===== config.mk =====
export PLATFORM = sky130hd
export DESIGN_NAME = sdew_exec
export DESIGN_NICKNAME = d
export VERILOG_FILES = /design/src/design/sdew_pkg.sv /design/src/design/sdew_exec.sv
export SDC_FILE = /design/constraint.sdc
export NUM_CORES = 1
export LEC_CHECK = 0
export BUFFER_PORTS_ARGS = -buffer_cell sky130_fd_sc_hd__buf_4
export CAP_MARGIN = 20
export CORE_MARGIN = 2
export CORE_UTILIZATION = 47
export DETAILED_ROUTE_END_ITERATION = 10
export PLACE_DENSITY = 0.81
export SLEW_MARGIN = 20
export SYNTH_ARGS = -nofsm -noshare
export SYNTH_HDL_FRONTEND = slang
export SYNTH_SLANG_ARGS = --single-unit

===== constraint.sdc =====
create_clock -name vclk -period 5.1
set_input_delay 1.02 -clock vclk [all_inputs]
set_output_delay 1.02 -clock vclk [all_outputs]
set_load 0.02 [all_outputs]

===== src/design/sdew_pkg.sv =====
`default_nettype none

package sdew_pkg;

  // Wheel and store geometry
  localparam int WHEEL_SLOTS = 32;
  localparam int ENTRY_COUNT = 1024;
  localparam int SLOT_W      = (WHEEL_SLOTS > 1) ? $clog2(WHEEL_SLOTS) : 1;
  localparam int ENTRY_AW    = (ENTRY_COUNT > 1) ? $clog2(ENTRY_COUNT) : 1;
  // Room for pointer plus one wheel turn plus two 5-bit operands
  localparam int SUM_W       = $clog2(2 * WHEEL_SLOTS + 64) + 1;

  // Operation codes
  localparam logic [2:0] OP_ADD_LOCAL = 3'd0;
  localparam logic [2:0] OP_ADD_DELAY = 3'd1;
  localparam logic [2:0] OP_CHECK     = 3'd2;
  localparam logic [2:0] OP_CHECK_DLY = 3'd3;
  localparam logic [2:0] OP_CLEAR     = 3'd4;
  localparam logic [2:0] OP_ADVANCE   = 3'd5;

  typedef logic [WHEEL_SLOTS-1:0] mask_t;
  typedef logic [SLOT_W-1:0]      slot_t;
  typedef logic [SUM_W-1:0]       sum_t;

  typedef struct packed {
    logic [2:0] operation;
    logic [9:0] entry_index;
    logic [7:0] target_cluster;
    logic [4:0] delay_steps;
    logic [4:0] step_offset;
  } sdew_in_t;

  typedef struct packed {
    logic       event_found;
    logic       forwarded;
    logic [9:0] fwd_entry_index;
    logic [7:0] fwd_cluster;
    logic [4:0] fwd_offset;
    logic       collision;
    logic       range_error;
  } sdew_out_t;

  // Update request from the execute stage
  typedef struct packed {
    logic  wr_en;
    mask_t wr_data;
    logic  ptr_en;
    slot_t ptr_nxt;
  } sdew_upd_t;

  // Subtract one wheel turn where the sum has passed it
  function automatic slot_t wrap_once(input sum_t v);
    sum_t r;
    r = (v >= sum_t'(WHEEL_SLOTS)) ? v - sum_t'(WHEEL_SLOTS) : v;
    return r[SLOT_W-1:0];
  endfunction

endpackage

`default_nettype wire


===== src/design/sdew_exec.sv =====
`default_nettype none

module sdew_exec
  import sdew_pkg::*;
(
  input  wire sdew_in_t   item,
  input  wire mask_t      mask_in,
  input  wire slot_t      cur_slot,
  input  wire logic [7:0] own_cluster,
  output sdew_upd_t       upd,
  output sdew_out_t       res
);

  logic  entry_ok;
  sum_t  cur_x;
  sum_t  dly_x;
  sum_t  off_x;
  slot_t pos_now;
  slot_t pos_fut;
  slot_t pos_past;
  mask_t bit_now;
  mask_t bit_fut;
  mask_t bit_past;
  logic  off_bad;

  // Slot positions for each kind of access
  always_comb begin
    entry_ok = 32'(item.entry_index) < 32'(ENTRY_COUNT);
    cur_x    = sum_t'(cur_slot);
    dly_x    = sum_t'(item.delay_steps);
    off_x    = sum_t'(item.step_offset);
    off_bad  = off_x >= sum_t'(WHEEL_SLOTS);
    pos_now  = wrap_once(cur_x + off_x);
    pos_fut  = wrap_once(cur_x + dly_x + off_x);
    pos_past = wrap_once(cur_x + sum_t'(WHEEL_SLOTS) - (dly_x - off_x));
    bit_now  = mask_t'(1) << pos_now;
    bit_fut  = mask_t'(1) << pos_fut;
    bit_past = mask_t'(1) << pos_past;
  end

  // Decode, check ranges and modify the mask
  always_comb begin
    upd     = '0;
    res     = '0;
    upd.ptr_nxt = cur_slot;
    unique case (item.operation)
      OP_ADD_LOCAL: begin
        if (item.target_cluster != own_cluster) begin
          res.forwarded       = 1'b1;
          res.fwd_entry_index = item.entry_index;
          res.fwd_cluster     = item.target_cluster;
          res.fwd_offset      = item.step_offset;
        end else if (!entry_ok || off_bad) begin
          res.range_error = 1'b1;
        end else begin
          res.collision = |(mask_in & bit_now);
          upd.wr_en     = 1'b1;
          upd.wr_data   = mask_in | bit_now;
        end
      end
      OP_ADD_DELAY: begin
        if (!entry_ok || (dly_x + off_x) >= sum_t'(WHEEL_SLOTS)) begin
          res.range_error = 1'b1;
        end else begin
          res.collision = |(mask_in & bit_fut);
          upd.wr_en     = 1'b1;
          upd.wr_data   = mask_in | bit_fut;
        end
      end
      OP_CHECK: begin
        if (!entry_ok || off_bad) begin
          res.range_error = 1'b1;
        end else begin
          res.event_found = |(mask_in & bit_now);
          upd.wr_en       = 1'b1;
          upd.wr_data     = mask_in & ~bit_now;
        end
      end
      OP_CHECK_DLY: begin
        if (!entry_ok || dly_x <= off_x || dly_x >= sum_t'(WHEEL_SLOTS)) begin
          res.range_error = 1'b1;
        end else begin
          res.event_found = |(mask_in & bit_past);
          upd.wr_en       = 1'b1;
          upd.wr_data     = mask_in & ~bit_past;
        end
      end
      OP_CLEAR: begin
        if (!entry_ok) begin
          res.range_error = 1'b1;
        end else begin
          upd.wr_en   = 1'b1;
          upd.wr_data = '0;
        end
      end
      OP_ADVANCE: begin
        if (off_bad) begin
          res.range_error = 1'b1;
        end else begin
          upd.ptr_en  = 1'b1;
          upd.ptr_nxt = pos_now;
        end
      end
      default: begin
        // unused codes: no change, all flags low
      end
    endcase
  end

endmodule

`default_nettype wire


Word-level counts from Yosys, hierarchy flattened
Index checks and enable logic that the tools add are counted.
Storage, ports and cells
  output and inout bits: 66
  bits in read-only memories: 0
  bits of input ports: 76
  flip-flop bits (word level): 0
  memories: 0
  bits in writable memories: 0
  latch bits: 0
Cells by class
  multipliers: 0
  eq/ne operators: 6
  add/sub/neg operators: 10
  shift operators: 3
  mux-type cells: 18
  reduce and logical (&&, ||, !) cells: 5
  bitwise gates (word level): 9
  div/mod/pow operators: 0
  $lt $le $gt $ge: 6
Operators by type and width (count)
  33-bit case mux with 5 select lines: 1
  32-bit bitwise AND: 5
  33-bit 2-to-1 mux: 3
  32-bit OR reduction: 3
  1-bit by 5-bit << shifter with 32-bit output (first input constant): 3
  32-bit NOT: 2
  32-bit OR: 2
  24-bit 2-to-1 mux: 2
  5-bit by 5-bit adder with 6-bit output: 3
  5-bit 2-to-1 mux: 3
  5-bit by 1-bit subtractor with 5-bit output (second input constant): 3
  6-bit greater-or-equal comparator (second input constant): 2
  8-bit by 6-bit greater-or-equal comparator with 1-bit output (second input constant): 1
  8-bit != test: 1
  7-bit by 8-bit subtractor with 8-bit output: 1
  5-bit by 6-bit adder with 7-bit output (second input constant): 1
  6-bit by 5-bit adder with 7-bit output: 1
  7-bit by 6-bit greater-or-equal comparator with 1-bit output (second input constant): 1
  3-bit by 2-bit equality test with 1-bit output (second input constant): 2
  3-bit equality test (second input constant): 2
  5-bit by 6-bit greater-or-equal comparator with 1-bit output (second input constant): 1
  6-bit 2-to-1 mux: 1
  5-bit by 5-bit subtractor with 6-bit output: 1
  5-bit less-or-equal comparator: 1
  7 further kinds: 11

Logic depth before layout (Yosys ltp)
  depth in word-level cells: 9
  gate-level depth with buffers: 16

Worst setup path after synthesis
No wires, ideal clock.
  kind: in2out
  start point: input port item[5] in the netlist's numbering
  end point: output port res[26] in the netlist's numbering
  path slack: 69 ps
  path buffers: 0
  stages: 14
  data arrival time: 4011 ps
  required time: 4080 ps
  cells stage by stage: inv_1 ha_1 inv_1 fa_1 xnor2_1 ha_1 a21oi_1 nand2_1 xor2_1 mux2_2 a311oi_1 o32ai_1 nor4_2 o22ai_1
RTL lines
  from (decl): RTL line sdew_exec.sv:6  | input wire sdew_in_t item,
  to (decl): RTL line sdew_exec.sv:11  | output sdew_out_t res

==> results.py <==
metrics = {
    "place": {
        "hpwl_um": 14400,
        "routabilityCongestion": 1.13,
        "place_inst": 820,
        "place_area_um2": 5160,
        "io_buffer_count": 142,
    },
    "drt": {
        "drc": 0,
        "wl_per_cell_um": 22.6,
        "drt_iter0_drc": 825,
        "first_pass_iters": 6,
        "via_per_inst": 6.85,
        "drt-total-wl_um": 18700,
        "vias": 5656,
        "ant_nets": 0,
    },
    "pwr": {
        "p_leak_nw": 2.42,
        "cellPowerDensity_nw_per_um2": 246,
        "peakVddDrop_v": 0.000150,
    },
    "die": {
        "die_h_um": 91.8,
        "fp-row-count": 32,
        "coreArea_um2": 7610,
        "dieArea_um2": 8430,
        "start_util_pct": 47.7,
        "io_pins": 142,
        "die_w_um": 91.8,
    },
    "outcome": {
        "violations": "setup timing",
        "status": "finished, violations left",
    },
    "sta": {
        "rsz0062_at_grt": "yes",
        "final-hold-violation-count": 0,
        "fin_crit_sh_pct": 101,
        "drv_slew": 0,
        "slew_headroom_pct": 55.2,
        "finalSetupViolations": 1,
        "holdWs_ns": 2.34,
        "final.setup.worst_slack_ns": -0.0643,
        "tightest_slew_ns": 0.669,
        "period_minus_slack_ns": 5.16,
        "fmax_mhz": 194,
    },
    "synth": {
        "yosys_warnings": 0,
        "yosysUniqueCellTypes": 67,
        "syn-num-nets": 653,
        "syn_avg_cell_area_um2": 6.62,
        "ys_seq_area_share_pct": 0,
        "syn-cell-area_um2": 3630,
        "netlist_instances": 548,
    },
    "cells_and_area": {
        "num-nets-final": 831,
        "nFlopsAndLatches": 0,
        "clock_buffers": 0,
        "drive_gt1_share_pct": 37.2,
        "register_area_um2": 0,
        "fin_area_um2": 5450,
        "n_antenna_cell": 0,
        "syn_to_final_growth_pct": 50.3,
        "layout.cells.non_filler": 826,
    },
    "worst_setup_path": {
        "required_ns": 4.08,
        "crit_type": "in -> out",
        "slowest_delay_ns": 0.43,
        "critPathSlowestCell": "fa_2",
        "crit_buf_inv": 3,
        "cp_num_cells": 14,
        "critPathCaptureType": "output pin",
        "start_kind": "input pin",
        "worst_path_most_repeated_cell": "buf_6",
        "crit_chain": "buf_6, clkinvlp_4, fa_2, xnor2_1, ha_1, nand3b_1, nand2_1, xor2_2, mux2_2, a311oi_2, o32ai_2, nor4_4, o22ai_2, buf_6",
        "crit_fanout": 5,
        "startpoint": "item[1]",
        "worstPathArrival_ns": 4.14,
        "crit_path_end": "res[26]",
        "path_delay_family": "adder cells",
    },
    "job": {
        "cap_violations": 0,
    },
    "global_routing": {
        "grtUsageMet1_pct": 51.1,
        "met2_usage_pct": 69.5,
        "grtUsageTotal_pct": 40.8,
        "grt_pass1_vias": 5286,
        "grt_remaining_overflow": 0,
        "grt-busiest-layer": "met2",
        "antenna_found_initial": 0,
        "grt_pass1_wl_um": 27500,
        "grt_max_degree": 25,
        "grtUsageMet3_pct": 4.60,
    },
    "cts": {
        "postCtsHoldBufs": 0,
    },
    "worst_hold_path": {
        "min-delay-path-class": "in -> out",
    },
}
## cell families (layout without fill, tap and decap cells)
family | after synthesis | in the layout | synth area share (%)
buffers and inverters | 52 | 228 | 5.83
multiplexers | 19 | 19 | 6.76
adder cells (fa/ha/maj) | 29 | 29 | 11.7
AND/OR/NAND/NOR | 215 | 215 | 30.2
AO/OA/AOI/OAI | 204 | 204 | 37.3
XOR/XNOR | 29 | 29 | 8.25
## worst min-delay path, cell delays in order
cell    delay [ns]
buf_4         0.07
and2_1        0.10
buf_4         0.13
## timing repair
action / 4_1_cts / 5_1_grt
resized for setup: 10 / 37
setup buffers: 2 / 3
cloned: 0 / 1
endpoints found under the setup margin: 4 / 18
pin swaps: 9 / 21
## worst min path at each step
stage | startpoint | end | slack, ns | cells after the start
floorplan | cur_slot[4] | upd[4] | 2.17 | 1
detailed placement | item[27] | res[24] | 2.35 | 3
CTS | item[27] | res[24] | 2.35 | 3
global route | item[27] | res[24] | 2.36 | 3
global placement | item[18] | res[15] | 2.35 | 3
finish | item[27] | res[24] | 2.34 | 3
## layout by cell type (no fill, tap or decap), types with 5 or more instances in the layout
cell and count:
buf_4 204, inv_1 14, a22oi_1 13, nor3_1 16, o31ai_1 11, nor2b_1 9
xnor2_1 16, and3_1 10, nand2b_1 7, mux2i_1 11, fa_1 5, nand3_1 22
nor2_1 34, o21ai_0 46, a221oi_1 20, buf_6 5, and2_1 27, a31oi_1 25
o21ai_1 5, ha_1 19, a21oi_1 33, nand4_1 5, nand2_1 60
## power by group
part | total [W] | internal, W | switching (W)
Sequential | 0 | 0 | 0
Combinational | 0.00134 | 0.000563 | 0.000776
Clock | 0 | 0 | 0
Total | 0.00134 | 0.000563 | 0.000776
## cell usage after synthesis, types with 10 or more instances
| cell type | number | area share [%] |
|---|---|---|
| a21oi_1 | 36 | 5.0 |
| a221oi_1 | 20 | 4.8 |
| a22oi_1 | 13 | 2.7 |
| a31oi_1 | 28 | 4.8 |
| and2_1 | 27 | 4.7 |
| and3_1 | 11 | 1.9 |
| clkbuf_1 | 27 | 2.8 |
| ha_1 | 21 | 7.2 |
| inv_1 | 17 | 1.8 |
| mux2i_1 | 11 | 3.0 |
| nand2_1 | 61 | 6.3 |
| nand3_1 | 23 | 3.2 |
| nor2_1 | 37 | 3.8 |
| nor2b_1 | 10 | 1.7 |
| nor3_1 | 16 | 2.2 |
| o21ai_0 | 48 | 6.6 |
| o31ai_1 | 12 | 2.5 |
| xnor2_1 | 17 | 4.1 |
## area by class of cell
class              count  area (um2)
multi-input cells    496        3620
repair buffers       211        1630
fillers              621        2160
inverters             17        72.6
well taps            102         128
## per-layer routing
metal | routed length [um] | share of wire (%)
met5 | 0 | 0
met3 | 2450 | 13
met1 | 6300 | 34
met4 | 1530 | 8.2
met2 | 8420 | 45
## stage by stage
stage,util (%),setup WS (ns),total power [W],setup TNS [ns]
final,71.7,-0.0643,0.00134,-0.0643
after global routing,71.7,-0.140,0.00139,-0.324
after CTS,68.4,-0.0826,0.00114,-0.0826
after detailed placement,67.8,-0.133,0.00112,-0.276
after global placement,67.8,-0.0390,0.00110,-0.0739
after floorplan,-,0.0689,0.000643,0
Power figures use the tool's default switching activity.
